`src/asma_pkg.sv`:
```
// ----------------------------------------------------------------------------
// asma_pkg: shared types and constants for the accelerometer sample averager
// Window geometry, field widths, register indexes, lane control bundle and
// the raw-to-sample scaling function used by every axis lane.
// ----------------------------------------------------------------------------
package asma_pkg;

  localparam int WINDOW_SIZE = 8;              // power of two, 2..64
  localparam int WIN_LOG2    = $clog2(WINDOW_SIZE);
  localparam int WIN_IDX_W   = WIN_LOG2;
  localparam int FILL_W      = $clog2(WINDOW_SIZE + 1);

  localparam int SAMPLE_W    = 16;
  localparam int ACC_W       = 16;             // sum of entries each shifted by log2 fits
  localparam int OFFSET_W    = 18;
  localparam int OUT_W       = 19;
  localparam int CFG_DATA_W  = 18;
  localparam int CFG_IDX_W   = 2;

  localparam logic signed [14:0] SCALE_MUL   = 15'sd10000;
  localparam int                 SCALE_SHIFT = 8;

  typedef logic signed [SAMPLE_W-1:0] sample_t;
  typedef logic signed [ACC_W-1:0]    acc_t;
  typedef logic signed [OFFSET_W-1:0] offset_t;
  typedef logic signed [OUT_W-1:0]    out_t;

  typedef enum logic [CFG_IDX_W-1:0] {
    CFG_FILL_MODE = 2'd0,
    CFG_OFFSET_X  = 2'd1,
    CFG_OFFSET_Y  = 2'd2,
    CFG_OFFSET_Z  = 2'd3
  } cfg_idx_t;

  typedef struct packed {
    logic                 wr_en;
    logic                 wr_all;
    logic [WIN_IDX_W-1:0] wr_idx;
    logic [WIN_IDX_W-1:0] rd_idx;
    logic                 acc_clr;
    logic                 acc_en;
  } lane_ctrl_t;

  // 10-bit raw value (high byte signed, top two bits of low byte) scaled by 10000/256, floor
  function automatic sample_t make_sample(input logic [7:0] lo, input logic [7:0] hi);
    logic signed [9:0]  raw;
    logic signed [24:0] prod;
    raw  = $signed({hi, lo[7:6]});
    prod = raw * SCALE_MUL;
    return prod[SCALE_SHIFT +: SAMPLE_W];
  endfunction

endpackage

```
`src/asma_lane.sv`:
```
// ----------------------------------------------------------------------------
// asma_lane: one axis lane
// Scales the raw byte pair, keeps the ring window for the axis and walks it
// one entry per cycle into a running sum of shifted entries.
// ----------------------------------------------------------------------------
module asma_lane (
  input  logic                clk,
  input  logic [7:0]          lo,
  input  logic [7:0]          hi,
  input  asma_pkg::lane_ctrl_t ctrl,
  output asma_pkg::acc_t      sum
);
  import asma_pkg::*;

  sample_t win [WINDOW_SIZE];
  sample_t sample;
  acc_t    acc;

  assign sample = make_sample(lo, hi);
  assign sum    = acc;

  // window contents are only read once every entry has been written since the last clear
  always_ff @(posedge clk) begin
    if (ctrl.wr_en) begin
      if (ctrl.wr_all) begin
        for (int i = 0; i < WINDOW_SIZE; i++) begin
          win[i] <= sample;
        end
      end else begin
        win[ctrl.wr_idx] <= sample;
      end
    end
  end

  always_ff @(posedge clk) begin
    if (ctrl.acc_clr) begin
      acc <= '0;
    end else if (ctrl.acc_en) begin
      acc <= acc + ACC_W'(win[ctrl.rd_idx] >>> WIN_LOG2);
    end
  end

endmodule

```
`src/asma_merge.sv`:
```
// ----------------------------------------------------------------------------
// asma_merge: result stage
// Combines the three lane sums with offsets and dither into the output
// register and holds the result request until it is taken.
// ----------------------------------------------------------------------------
module asma_merge (
  input  logic              clk,
  input  logic              rst,
  input  logic              load,
  input  asma_pkg::acc_t    sum_x,
  input  asma_pkg::acc_t    sum_y,
  input  asma_pkg::acc_t    sum_z,
  input  logic              dither,
  input  asma_pkg::offset_t off_x,
  input  asma_pkg::offset_t off_y,
  input  asma_pkg::offset_t off_z,
  output logic              free,
  input  logic              out_ready,
  output logic              out_valid,
  output asma_pkg::out_t    accel_x,
  output asma_pkg::out_t    accel_y,
  output asma_pkg::out_t    accel_z
);
  import asma_pkg::*;

  assign free = !out_valid || out_ready;

  always_ff @(posedge clk) begin
    if (rst) begin
      out_valid <= 1'b0;
    end else if (load && free) begin
      out_valid <= 1'b1;
    end else if (out_ready) begin
      out_valid <= 1'b0;
    end
  end

  always_ff @(posedge clk) begin
    if (load && free) begin
      accel_x <= OUT_W'(sum_x) - OUT_W'(off_x);
      accel_y <= OUT_W'(sum_y) - OUT_W'(off_y);
      // Z axis is mounted inverted: dither goes in before negation
      accel_z <= out_t'('0) - (OUT_W'(sum_z) + OUT_W'(dither)) - OUT_W'(off_z);
    end
  end

  a_load_shows: assert property (@(posedge clk) disable iff (rst)
    load && free |=> out_valid)
    else $error("merged result not presented");

  a_hold_result: assert property (@(posedge clk) disable iff (rst)
    out_valid && !out_ready |=> $stable(accel_x) && $stable(accel_z))
    else $error("pending result changed");

  a_no_load_busy: assert property (@(posedge clk) disable iff (rst)
    !free |=> out_valid && $stable(accel_y))
    else $error("result stage overwritten while full");

endmodule

```
`src/accel_sample_moving_average.sv`:
```
// ----------------------------------------------------------------------------
// accel_sample_moving_average: accelerometer moving-average filter
// Three axis lanes share one controller; each read that did not fail is scaled,
// written to the ring windows and, once the windows are full, summed and offset.
//
//   channel  dir  handshake            contents
//   in       in   in_valid/in_ready    read_failed, six raw bytes, dither_bit
//   out      out  out_valid/out_ready  accel_x, accel_y, accel_z
//   cfg      in   cfg_we               cfg_index, cfg_data (no read-back)
//
// A request that gives a result reaches out_valid in steps: the windows are
// written at the accepting edge, ST_SUM walks each lane's window through its
// adder entry by entry, then ST_MERGE loads the merge register once it is free.
// in_ready returns with out_valid, so no new request is taken until then.
// A failed read or a request with the window not yet full keeps in_ready high.
// A stalled out side holds the merge stage and then in_ready.
// Reset clears the fill count, write position, config registers and handshakes.
// ----------------------------------------------------------------------------
module accel_sample_moving_average (
  input  logic                           clk,
  input  logic                           rst,
  input  logic                           cfg_we,
  input  logic [asma_pkg::CFG_IDX_W-1:0] cfg_index,
  input  logic [asma_pkg::CFG_DATA_W-1:0] cfg_data,
  input  logic                           in_valid,
  output logic                           in_ready,
  input  logic                           read_failed,
  input  logic [7:0]                     byte0_y_low,
  input  logic [7:0]                     byte1_y_high,
  input  logic [7:0]                     byte2_x_low,
  input  logic [7:0]                     byte3_x_high,
  input  logic [7:0]                     byte4_z_low,
  input  logic [7:0]                     byte5_z_high,
  input  logic                           dither_bit,
  output logic                           out_valid,
  input  logic                           out_ready,
  output asma_pkg::out_t                 accel_x,
  output asma_pkg::out_t                 accel_y,
  output asma_pkg::out_t                 accel_z
);
  import asma_pkg::*;

  typedef enum logic [2:0] {
    ST_IDLE  = 3'b001,
    ST_SUM   = 3'b010,
    ST_MERGE = 3'b100
  } state_t;

  state_t                state, state_next;
  logic                  fill_mode;
  offset_t               offset_x, offset_y, offset_z;
  logic [WIN_IDX_W-1:0]  write_position, write_position_next;
  logic [FILL_W-1:0]     fill_count, fill_count_next;
  logic [WIN_IDX_W-1:0]  sum_cnt;
  logic                  dither;
  logic                  accept;
  logic                  merge_free;
  lane_ctrl_t            ctrl;
  acc_t                  sum_x, sum_y, sum_z;

  assign in_ready = (state == ST_IDLE);
  assign accept   = in_valid && in_ready;

  // configuration registers
  always_ff @(posedge clk) begin
    if (rst) begin
      fill_mode <= 1'b0;
      offset_x  <= '0;
      offset_y  <= '0;
      offset_z  <= '0;
    end else if (cfg_we) begin
      case (cfg_idx_t'(cfg_index))
        CFG_FILL_MODE: fill_mode <= cfg_data[0];
        CFG_OFFSET_X:  offset_x  <= offset_t'(cfg_data);
        CFG_OFFSET_Y:  offset_y  <= offset_t'(cfg_data);
        CFG_OFFSET_Z:  offset_z  <= offset_t'(cfg_data);
        default: ;
      endcase
    end
  end

  // window bookkeeping for one request
  always_comb begin
    write_position_next = write_position;
    fill_count_next     = fill_count;
    if (read_failed) begin
      write_position_next = '0;
      fill_count_next     = '0;
    end else if (fill_mode) begin
      write_position_next = '0;
      fill_count_next     = FILL_W'(WINDOW_SIZE);
    end else begin
      write_position_next = (write_position == WIN_IDX_W'(WINDOW_SIZE - 1)) ?
                            '0 : write_position + 1'b1;
      if (fill_count < FILL_W'(WINDOW_SIZE)) begin
        fill_count_next = fill_count + 1'b1;
      end
    end
  end

  always_comb begin
    state_next = state;
    case (state)
      ST_IDLE: begin
        if (accept && !read_failed && fill_count_next == FILL_W'(WINDOW_SIZE)) begin
          state_next = ST_SUM;
        end
      end
      ST_SUM: begin
        if (sum_cnt == WIN_IDX_W'(WINDOW_SIZE - 1)) begin
          state_next = ST_MERGE;
        end
      end
      ST_MERGE: begin
        if (merge_free) begin
          state_next = ST_IDLE;
        end
      end
      default: state_next = ST_IDLE;
    endcase
  end

  always_ff @(posedge clk) begin
    if (rst) begin
      state          <= ST_IDLE;
      write_position <= '0;
      fill_count     <= '0;
      sum_cnt        <= '0;
    end else begin
      state <= state_next;
      if (accept) begin
        write_position <= write_position_next;
        fill_count     <= fill_count_next;
        sum_cnt        <= '0;
      end else if (state == ST_SUM) begin
        sum_cnt <= sum_cnt + 1'b1;
      end
    end
  end

  always_ff @(posedge clk) begin
    if (accept) begin
      dither <= dither_bit;
    end
  end

  always_comb begin
    ctrl.wr_en   = accept && !read_failed;
    ctrl.wr_all  = fill_mode;
    ctrl.wr_idx  = write_position;
    ctrl.rd_idx  = sum_cnt;
    ctrl.acc_clr = accept;
    ctrl.acc_en  = (state == ST_SUM);
  end

  asma_lane u_lane_x (
    .clk  (clk),
    .lo   (byte2_x_low),
    .hi   (byte3_x_high),
    .ctrl (ctrl),
    .sum  (sum_x)
  );

  asma_lane u_lane_y (
    .clk  (clk),
    .lo   (byte0_y_low),
    .hi   (byte1_y_high),
    .ctrl (ctrl),
    .sum  (sum_y)
  );

  asma_lane u_lane_z (
    .clk  (clk),
    .lo   (byte4_z_low),
    .hi   (byte5_z_high),
    .ctrl (ctrl),
    .sum  (sum_z)
  );

  asma_merge u_merge (
    .clk       (clk),
    .rst       (rst),
    .load      (state == ST_MERGE),
    .sum_x     (sum_x),
    .sum_y     (sum_y),
    .sum_z     (sum_z),
    .dither    (dither),
    .off_x     (offset_x),
    .off_y     (offset_y),
    .off_z     (offset_z),
    .free      (merge_free),
    .out_ready (out_ready),
    .out_valid (out_valid),
    .accel_x   (accel_x),
    .accel_y   (accel_y),
    .accel_z   (accel_z)
  );

  a_fill_bound: assert property (@(posedge clk) disable iff (rst)
    fill_count <= FILL_W'(WINDOW_SIZE))
    else $error("fill count past window size");

  a_fail_clears: assert property (@(posedge clk) disable iff (rst)
    accept && read_failed |=> fill_count == '0 && write_position == '0 && state == ST_IDLE)
    else $error("failed read did not clear history");

  a_fill_mode_sums: assert property (@(posedge clk) disable iff (rst)
    accept && !read_failed && fill_mode |=> state == ST_SUM && write_position == '0)
    else $error("fill mode request did not start a sum");

  a_walk_ends: assert property (@(posedge clk) disable iff (rst)
    state == ST_SUM && sum_cnt == WIN_IDX_W'(WINDOW_SIZE - 1) |=> state == ST_MERGE)
    else $error("window walk overran");

endmodule

```
`config.mk`:
```
export PLATFORM = sky130hd
export DESIGN_NAME = accel_sample_moving_average
export DESIGN_NICKNAME = d
export VERILOG_FILES = /design/src/asma_pkg.sv /design/src/asma_lane.sv /design/src/asma_merge.sv /design/src/accel_sample_moving_average.sv
export SDC_FILE = /design/constraint.sdc
export NUM_CORES = 1
export LEC_CHECK = 0
export ABC_CLOCK_PERIOD_IN_PS = 7450
export BUFFER_PORTS_ARGS = -buffer_cell sky130_fd_sc_hd__buf_4
export CORE_ASPECT_RATIO = 0.9
export CORE_MARGIN = 3
export CORE_UTILIZATION = 50
export CTS_CLUSTER_DIAMETER = 40
export CTS_CLUSTER_SIZE = 30
export DETAILED_ROUTE_END_ITERATION = 7
export PLACE_DENSITY_LB_ADDON = 0.25
export SYNTH_ARGS = -nofsm -noshare
export SYNTH_HDL_FRONTEND = slang
export SYNTH_SLANG_ARGS = --single-unit
export TNS_END_PERCENT = 10
```
`constraint.sdc`:
```
create_clock -name clk -period 7.45 [get_ports clk]
set_clock_uncertainty 0.1 [all_clocks]
set_input_delay 2.235 -clock clk [delete_from_list [all_inputs] [get_ports clk]]
set_output_delay 2.235 -clock clk [all_outputs]
set_load 0.02 [all_outputs]
```
==> results of run 1 <==
-- cell families after synthesis --
kind of cell	count (synthesis)
AND/OR/NAND/NOR	499
flip-flops	490
AO/OA/AOI/OAI	404
adder cells (fa/ha/maj)	357
buffers and inverters	272
multiplexers	123
XOR/XNOR	120
-- state kept, by name, summed over array words and instances, names as in the netlist, 19 cells and up, named ones only --
signal / cells
u_lane_x.win: 104
u_merge.accel_y: 19
u_lane_y.win: 104
u_merge.accel_z: 19
u_merge.accel_x: 19
u_lane_z.win: 104
-- power breakdown --
| part | total, mW | switching (mW) | internal [mW] |
|---|---|---|---|
| Clock | 3.17 | 1.23 | 1.94 |
| Sequential | 3.78 | 0.0615 | 3.72 |
| Combinational | 2.55 | 1.59 | 0.957 |
| Total | 9.50 | 2.89 | 6.62 |
-- final timing paths --
kind | start | cells past startpoint | endpoint | slack [ns]
max | byte1_y_high[5] | 16 | u_lane_y.win[7][15] | 0.70
min reg2reg | offset_z[11] | 2 | offset_z[11] | 0.35
max reg2reg | register | 12 | u_lane_x.sum[15] | 2.96
min | offset_z[11] | 2 | offset_z[11] | 0.35
-- cells in the mapped netlist (24+ instances only) --
cell type	instances	share of area (%)
edfxtp_1	370	40
ha_1	291	13
nand2_1	212	2.9
inv_1	210	2.9
a21oi_1	172	3.1
dfxtp_1	120	8.7
nor2_1	97	1.3
mux4_2	78	6.4
xnor2_1	76	2.4
fa_1	66	4.8
xor2_1	44	1.4
o21ai_0	43	0.78
clkbuf_1	41	0.56
nor3_1	41	0.74
mux2_2	34	1.4
a21o_1	33	0.90
nand3_1	29	0.53
a211oi_1	24	0.65
o21a_1	24	0.65
o21ai_1	24	0.44
-- cell type report --
| class | count | area (µm²) |
|---|---|---|
| Sequential cell | 490 | 13500 |
| Clock buffer | 82 | 1840 |
| Fill cell | 4320 | 22900 |
| Timing Repair Buffer | 134 | 1010 |
| Multi-Input combinational cell | 1503 | 13100 |
| Clock inverter | 42 | 453 |
| Inverter | 211 | 792 |
| Tap cell | 705 | 882 |
-- layout by cell type (no fill, tap or decap), types with 9 or more instances in the layout --
master / Yosys / final
fa_1: 66 / 66
a211oi_1: 24 / 24
inv_6: 0 / 12
nor2_1: 97 / 96
nor3_1: 41 / 33
ha_1: 291 / 291
xnor2_1: 76 / 76
a31oi_1: 20 / 20
o21ai_1: 24 / 24
mux2_2: 34 / 34
dfxtp_1: 120 / 117
nor2b_1: 23 / 23
and3_1: 14 / 13
clkbuf_16: 0 / 69
nand2b_1: 23 / 23
mux4_2: 78 / 78
o31ai_1: 11 / 11
nand3_1: 29 / 29
inv_1: 210 / 210
or2_2: 10 / 10
a21oi_1: 172 / 172
buf_4: 2 / 134
a21o_1: 33 / 33
or3_1: 9 / 9
o21ai_0: 43 / 43
o21a_1: 24 / 24
nand2_1: 212 / 212
xor2_1: 44 / 44
edfxtp_1: 370 / 370
mux2i_1: 11 / 11
-- stage by stage --
stage / utilization [%] / total power, mW / area (µm²)
2_1_floorplan: - / 5.68 / 27600
3_3_place_gp: 53.8 / 6.25 / 29300
3_5_place_dp: 53.8 / 6.37 / 29300
4_1_cts: 58.0 / 9.58 / 31600
5_1_grt: 58.0 / 10.1 / 31600
6_report: 58.0 / 9.50 / 31600
-- routing by layer --
metal / GRT usage, % / vias up / wire length (µm)
li1: - / 8532 / -
met1: 27.0 / 8425 / 25100
met2: 32.5 / 400 / 26200
met3: 2.49 / 74 / 2920
met4: 5.73 / 0 / 1010
met5: 0 / - / 0
-- worst reg2reg max path: stages, from the launching register on --
cell      delay (ns)
dfxtp_4         0.91
buf_4           0.48
mux4_2          0.58
mux2_2          0.32
ha_1            0.34
or4_1           0.49
o211a_1         0.15
a21oi_2         0.18
o211ai_2        0.12
a311oi_2        0.26
xor2_1          0.13
o211ai_1        0.19
o31ai_1         0.09
==> results.json, run 1 <==
{
  "seq_area_frac_synth_pct": 49.0,
  "hold_class": "reg2reg",
  "routedWlPerCell_um": 17.4,
  "syn_avg_cell_area_um2": 12.2,
  "chipWidth_um": 254,
  "setup_viol": 0,
  "grt_pass1_wl_um": 90700,
  "via_count": 17400,
  "ir_drop_mv": 0.186,
  "synth_compound_area_share_pct": 8.91,
  "post-cts-setup-buffer-count": 0,
  "grt-ovfl-total": 0,
  "ys_ff_latch": 490,
  "cts_made_buffers": 67,
  "syn_inst": 2265,
  "syn-cell-area_um2": 27600,
  "crit_buf_inv": 3,
  "synth_fa_ha_area_share_pct": 18.0,
  "critPathLaunchType": "input port",
  "crit_path_max_incr_delay_ns": 0.86,
  "yosysUniqueCellTypes": 68,
  "synth_top_family_by_area": "adder cells",
  "cts_sinks": 490,
  "core-area_um2": 54400,
  "crit_chain": "buf_4 > fa_1 > inv_1 > fa_1 > inv_1 > fa_1 > fa_1 > ha_1 > ha_1 > a21o_1 > a21oi_1 > nor3b_1 > a21oi_1 > nand4_1 > o41ai_1 > a221oi_1",
  "yosys.area_share.simple_pct": 8.33,
  "crit_required_ns": 7.58,
  "ios": 134,
  "crit_type": "in2reg",
  "port_buffers": 115,
  "finalHoldViolCount": 0,
  "cts_max_level": 3,
  "syn_to_final_growth_pct": 14.4,
  "cts_tree": "yes",
  "die_h_um": 229,
  "ctsResizeCount": 0,
  "synth_edf_count": 370,
  "fin_hold_ws_ns": 0.355,
  "place.gp.congestion": 0.851,
  "die_area_um2": 58000,
  "final.min_clock_period_ns": 6.75,
  "cts-root-buf": "clkbuf_16",
  "path_clk_slew_ns": 0.06,
  "worstSkewPairLatency_ns": 0.60,
  "run_status": "completed",
  "muxShareOfSynthArea_pct": 8.16,
  "fin_nets": 2839,
  "grtUsageTotal_pct": 19.6,
  "crit_arrival_ns": 6.88,
  "dp_hpwl_um": 38400,
  "rsz0062_at_grt": "no",
  "powerDensity_nw_per_um2": 301,
  "drtPass1Iterations": 6,
  "viasPerCell": 5.50,
  "worst_slew_pin_slew_ns": 1.11,
  "crit_slowest_cell": "a221oi_1",
  "ant_nets": 0,
  "async_flop_share_pct": 0,
  "yosys.area_share.xor_xnor_pct": 3.81,
  "start_util_pct": 50.7,
  "cp-end-kind": "register",
  "fin_crit_sh_pct": 90.6,
  "cts_buffer_depth": 3,
  "worst_slack_ns": 0.700,
  "num_rows": 81,
  "drive_gt1_share_pct": 15.8,
  "fin_cells": 3167,
  "antenna_found_initial": 0,
  "detailedPlace.worstSlack_ns": 0.173,
  "path_max_fanout": 8,
  "setup-tns-final_ns": 0,
  "p_leak_nw": 12.4,
  "grt_pass1_vias": 17600,
  "max_slew_margin_pct": 26.2,
  "maxCapViolCount": 0,
  "initialDrtViolationCount": 954,
  "fmax_ghz": 0.148,
  "routed_wl_um": 55200,
  "drc": 0,
  "ys.flop_type": "edfxtp_1",
  "antenna_cells": 0,
  "synth_warnings": 0,
  "grt_max_degree": 71,
  "hold_buffers": 0,
  "crit_top_cell": "fa_1",
  "drv_slew": 0,
  "syn_nets": 2697,
  "dp.cells": 3043,
  "critPathTopFamily": "adder cells"
}
No activity file was read; power rests on OpenSTA's default activity.
==> inputs of run 2 (changes only) <==
ABC_CLOCK_PERIOD_IN_PS = 7600   (was 7450)
CORE_MARGIN = not set   (was 3)
CORE_UTILIZATION = 40   (was 50)
clock period = 7.6 ns   (was 7.45 ns; I/O delays follow)
==> run 2 against run 1 <==
Compared with the run above:
- critical path depth is 1 higher
- global-route usage fell by 3.3 points
- total power hardly changed
- first-iteration DRC count decreased by 8.4%
- sequential power is 2% lower
- clock power increased by 3%
- count of clock-buffer cells in the layout down 4
- register-to-register slack better by 0.12 ns
- combinational power hardly changed
- flip-flop and latch count is the same
- largest cell class unchanged
==> results.json, run 2 (same netlist as run 1, synthesis figures left out) <==
{
  "max_slew_margin_pct": 29.4,
  "hold_class": "reg2reg",
  "place.gp.congestion": 0.876,
  "ios": 134,
  "cp-end-kind": "register",
  "p_leak_nw": 12.4,
  "fin_nets": 2843,
  "drive_gt1_share_pct": 16.0,
  "path_clk_slew_ns": 0.05,
  "worstSkewPairLatency_ns": 0.60,
  "routed_wl_um": 56900,
  "port_buffers": 115,
  "crit_arrival_ns": 6.81,
  "powerDensity_nw_per_um2": 298,
  "rr_worst_depth": 14,
  "worst_slew_pin_slew_ns": 1.05,
  "rsz0062_at_grt": "no",
  "ant_nets": 0,
  "die_h_um": 251,
  "hold-path-cell-count": 2,
  "crit_type": "in2reg",
  "dp_hpwl_um": 39900,
  "grt_max_degree": 71,
  "drc": 0,
  "fin_crit_sh_pct": 85.0,
  "final.min_clock_period_ns": 6.46,
  "min_to": "offset_y[6]",
  "run_status": "completed",
  "grt_pass1_vias": 17500,
  "cts_made_buffers": 68,
  "r2r-end": "u_lane_y.sum[12]",
  "layout_commonest_cell": "edfxtp_1",
  "finalHoldViolCount": 0,
  "num_rows": 90,
  "grt-ovfl-total": 0,
  "setup_viol": 0,
  "routedWlPerCell_um": 17.0,
  "drtPass1Iterations": 5,
  "crit_required_ns": 7.94,
  "cts_tree": "yes",
  "hp-start": "offset_y[6]",
  "maxCapViolCount": 0,
  "reg2reg_slack_ns": 3.08,
  "antenna_cells": 0,
  "placed_cell_area_um2": 29500,
  "via_count": 17400,
  "drv_slew": 0,
  "setup-tns-final_ns": 0,
  "cts_buffer_depth": 3,
  "cts_max_level": 3,
  "antenna_found_initial": 0,
  "fin_hold_ws_ns": 0.350,
  "design_area_um2": 31900,
  "core-area_um2": 67600,
  "chipWidth_um": 279,
  "hold_buffers": 0,
  "fmax_ghz": 0.155,
  "ir_drop_mv": 0.172,
  "cts-root-buf": "clkbuf_16",
  "start_util_pct": 40.8,
  "layout_common_cells": "edfxtp_1 (370), ha_1 (291), nand2_1 (212)",
  "path_max_fanout": 8,
  "viasPerCell": 5.22,
  "cts_sinks": 490,
  "syn_to_final_growth_pct": 15.7,
  "largestRegisters": "u_lane_x.win x104, u_lane_y.win x104, u_lane_z.win x104",
  "grt_pass1_wl_um": 90800,
  "critPathLaunchType": "input port",
  "initialDrtViolationCount": 874,
  "ctsResizeCount": 0,
  "post-cts-setup-buffer-count": 0,
  "grtUsageTotal_pct": 16.2,
  "die_area_um2": 70000
}
run 2: worst max-delay path, cell delays in order:
cell,delay (ns)
buf_4,0.15
fa_1,0.54
inv_1,0.05
fa_1,0.47
inv_1,0.06
fa_1,0.52
fa_1,0.50
ha_1,0.31
ha_1,0.33
o21a_1,0.13
nor2_1,0.03
a21oi_1,0.27
a41oi_1,0.20
a21oi_1,0.27
nor4_1,0.09
a311oi_1,0.39
buf_4,0.22
run 2: area by class of cell:
type / count / area, µm²
sequential: 490 / 13500
multi-input combinational: 1503 / 13100
fill: 5974 / 35700
inverter: 211 / 792
tap: 874 / 1090
clock inverter: 47 / 596
timing repair buffer: 137 / 1030
clock buffer: 78 / 1800
run 2: report_power, final:
group	internal, mW	total (mW)	switching (mW)
Sequential	3.64	3.70	0.0551
Combinational	0.939	2.52	1.58
Clock	2.05	3.28	1.23
Total	6.63	9.50	2.87
run 2: worst max path at each step:
stage,startpoint,to,slack [ns],cells past startpoint
final,byte5_z_high[5],u_lane_z.win[4][15],1.14,17
after global routing,byte3_x_high[5],u_lane_x.win[5][15],0.90,14
after CTS,byte5_z_high[5],u_lane_z.win[4][15],1.12,17
after detailed placement,byte5_z_high[5],u_lane_z.win[4][15],0.52,17
after global placement,byte5_z_high[5],u_lane_z.win[4][15],0.60,17
after floorplan,byte5_z_high[5],u_lane_z.win[0][15],0.97,15
run 2: routing by layer:
metal | track usage [%] | share of wire (%) | vias up
li1 | - | - | 8536
met1 | 21.8 | 47 | 8562
met2 | 27.4 | 47 | 282
met3 | 2.28 | 3.5 | 61
met4 | 4.63 | 1.6 | 0
met5 | 0 | 0 | -
run 2: through the flow:
step                setup WS, ns  instances  util, %  power [mW]
global placement           0.596       3215     43.7        6.16
detailed placement         0.525       3215     43.7        6.27
finish                      1.14       3340     47.2        9.50
CTS                         1.12       3340     47.2        9.59
floorplan                  0.970       2265        -        5.57
global route               0.897       3340     47.2        10.0
==> inputs of run 3 (changes only) <==
SYNTH_HIERARCHICAL = 1   (was not set)
==> run 3 against run 2 <==
Compared with the run above:
- count of clock-buffer cells in the layout decreased by 10
- combinational power down 8%
- die area up 4.6%
- sequential share of layout area down 1.5 points
==> results.json, run 3 <==
{
  "run_status": "completed",
  "ant_nets": 0,
  "cp-end-kind": "register",
  "async_flop_share_pct": 0,
  "routedWlPerCell_um": 17.1,
  "place.gp.congestion": 0.849,
  "yosys-top-cells-area": "edfxtp_1 (39%), ha_1 (13%), dfxtp_1 (8.1%)",
  "design_power_total_mw": 9.05,
  "grt_pass1_vias": 18600,
  "clkPwrFrac_pct": 34.2,
  "synth.most_common_cell": "edfxtp_1",
  "setup_viol": 0,
  "cts_tree": "yes",
  "critPathLaunchType": "input port",
  "dp_hpwl_um": 43200,
  "cts_max_level": 2,
  "fin_crit_sh_pct": 85.0,
  "netSwitchingPower_mw": 2.78,
  "drtPass1Iterations": 7,
  "grt_max_degree": 72,
  "r2r-end": "u_lane_y/sum[14]",
  "antenna_cells": 0,
  "num-fill-cells": 6409,
  "crit_required_ns": 7.83,
  "dp.cells": 3412,
  "syn_inst": 2406,
  "p_comb_share_pct": 25.7,
  "hp-start": "offset_y[15]",
  "ys.flop_type": "edfxtp_1",
  "powerDensity_nw_per_um2": 275,
  "min_to": "offset_y[15]",
  "synth_top_family_by_area": "adder cells",
  "switching_share_pct": 30.7,
  "seq_area_frac_synth_pct": 46.6,
  "path_max_fanout": 8,
  "start_util_pct": 40.4,
  "hold_buffers": 0,
  "fmax_ghz": 0.155,
  "rr_worst_depth": 12,
  "cts_made_buffers": 61,
  "cts_sinks": 487,
  "ios": 134,
  "synth_fa_ha_area_share_pct": 17.2,
  "syn_to_final_growth_pct": 14.2,
  "synth_compound_area_share_pct": 10.7,
  "yosys.area_share.simple_pct": 9.26,
  "drv_slew": 0,
  "fin_hold_ws_ns": 0.357,
  "synth_top_area_share_pct": 38.5,
  "synthTopCellsByCount": "edfxtp_1 (370), ha_1 (290), inv_1 (242), a21oi_1 (182), nand2_1 (181)",
  "layout_common_cells": "edfxtp_1 (370), ha_1 (290), inv_1 (242)",
  "reg2reg_slack_ns": 3.38,
  "num_rows": 93,
  "final.min_clock_period_ns": 6.46,
  "maxCapViolCount": 0,
  "yosysUniqueCellTypes": 92,
  "cellInternalPower_mw": 6.27,
  "cts_buffer_depth": 3,
  "ctsResizeCount": 0,
  "detailedPlace.worstSlack_ns": 0.496,
  "finalHoldViolCount": 0,
  "crit_type": "in2reg",
  "crit_arrival_ns": 6.70,
  "largestRegisters": "u_lane_x/win x104, u_lane_y/win x104, u_lane_z/win x104",
  "synth_top_cell_by_area": "edfxtp_1",
  "path_clk_slew_ns": 0.06,
  "setup-tns-final_ns": 0,
  "max_slew_margin_pct": 33.6,
  "fin_nets": 2956,
  "synth_warnings": 6,
  "antenna_found_initial": 0,
  "syn-cell-area_um2": 28900,
  "design_area_um2": 32900,
  "rsz0062_at_grt": "no",
  "port_buffers": 115,
  "cts-root-buf": "clkbuf_16",
  "die_h_um": 257,
  "drive_gt1_share_pct": 16.3,
  "placed_cell_area_um2": 30700,
  "hold_class": "reg2reg",
  "worst_slew_pin_slew_ns": 0.994,
  "fin_util_pct": 46.1,
  "die_area_um2": 73200,
  "ys_ff_latch": 487,
  "synth_edf_count": 370,
  "grt_pass1_wl_um": 97300,
  "r2r_start": "sum_cnt[1]",
  "ir_drop_mv": 0.210,
  "yosys.area_share.xor_xnor_pct": 3.40,
  "viasPerCell": 5.20,
  "chipWidth_um": 285,
  "drc": 0,
  "layout_commonest_cell": "edfxtp_1",
  "p_leak_nw": 12.7,
  "post-cts-setup-buffer-count": 0,
  "hold-path-cell-count": 2,
  "fin_cells": 3528,
  "core-area_um2": 71400,
  "via_count": 18300,
  "initialDrtViolationCount": 1100,
  "grt-ovfl-total": 0,
  "muxShareOfSynthArea_pct": 8.52,
  "worstSkewPairLatency_ns": 0.63,
  "syn_nets": 2837,
  "p_seq_share_pct": 40.1,
  "worst_slack_ns": 1.14,
  "grtUsageTotal_pct": 16.4,
  "syn_avg_cell_area_um2": 12.0,
  "routed_wl_um": 60300
}
## run 3: changes by cell type after synthesis, sizes merged, moves of 10 or more
cell and change:
a21o +18, a21oi +13, inv +31, mux2i +17, nand2 -31, nor3b +11, o21a +17, xor2 -10
## run 3: power groups by stage
stage / clock (mW) / sequential (mW) / combinational [mW]
after floorplan: 0 / 3.66 / 1.68
after global placement: 0 / 3.67 / 2.21
after detailed placement: 0 / 3.68 / 2.31
after CTS: 3.17 / 3.63 / 2.34
after global routing: 3.27 / 3.64 / 2.61
final: 3.10 / 3.63 / 2.33
## run 3: routing by layer
| layer | routed length (µm) | global-route usage (%) | vias to the layer above | part of all wire, % |
|---|---|---|---|---|
| met5 | 0 | 0 | - | 0 |
| met4 | 984 | 4.07 | 0 | 1.6 |
| met3 | 2350 | 1.83 | 69 | 3.9 |
| met2 | 28500 | 27.6 | 355 | 47 |
| met1 | 28500 | 22.5 | 8857 | 47 |
| li1 | - | - | 9062 | - |
## run 3: area by class of cell
type                       instances  area (µm²)  area share [%]
clock inverter                    48         657            1.99
tap                              950        1190            3.61
sequential                       487       13500            40.9
multi-input combinational       1608       14200            43.1
timing repair buffer             124         931            2.83
inverter                         243         912            2.77
clock buffer                      68        1610            4.87
## run 3: how the worst max path moves through the flow
stage | from | endpoint | slack, ns
floorplan | byte3_x_high[5] | u_lane_x/win[0][15] | 1.03
global placement | byte3_x_high[5] | u_lane_x/win[1][15] | 0.62
finish | byte3_x_high[5] | u_lane_x/win[3][15] | 1.14
detailed placement | byte3_x_high[5] | u_lane_x/win[1][15] | 0.50
CTS | byte3_x_high[5] | u_lane_x/win[3][15] | 1.17
global route | byte3_x_high[5] | u_lane_x/win[7][15] | 0.91
## run 3: kinds of logic (layout without fill, tap and decap cells)
logic type	Yosys count	in the layout
AO/OA/AOI/OAI	472	472
XOR/XNOR	112	112
adder cells (fa/ha/maj)	356	356
buffers and inverters	311	483
flip-flops	487	487
multiplexers	140	140
AND/OR/NAND/NOR	528	528
## run 3: worst max-delay path, stage by stage
cell	delay, ns
buf_4	0.14
fa_1	0.53
inv_1	0.06
fa_1	0.51
inv_1	0.06
fa_1	0.54
inv_1	0.06
fa_1	0.52
inv_1	0.04
ha_1	0.29
ha_1	0.38
a21o_1	0.21
a21o_1	0.16
a21oi_1	0.17
o21ai_2	0.11
a311oi_2	0.27
xnor2_1	0.36
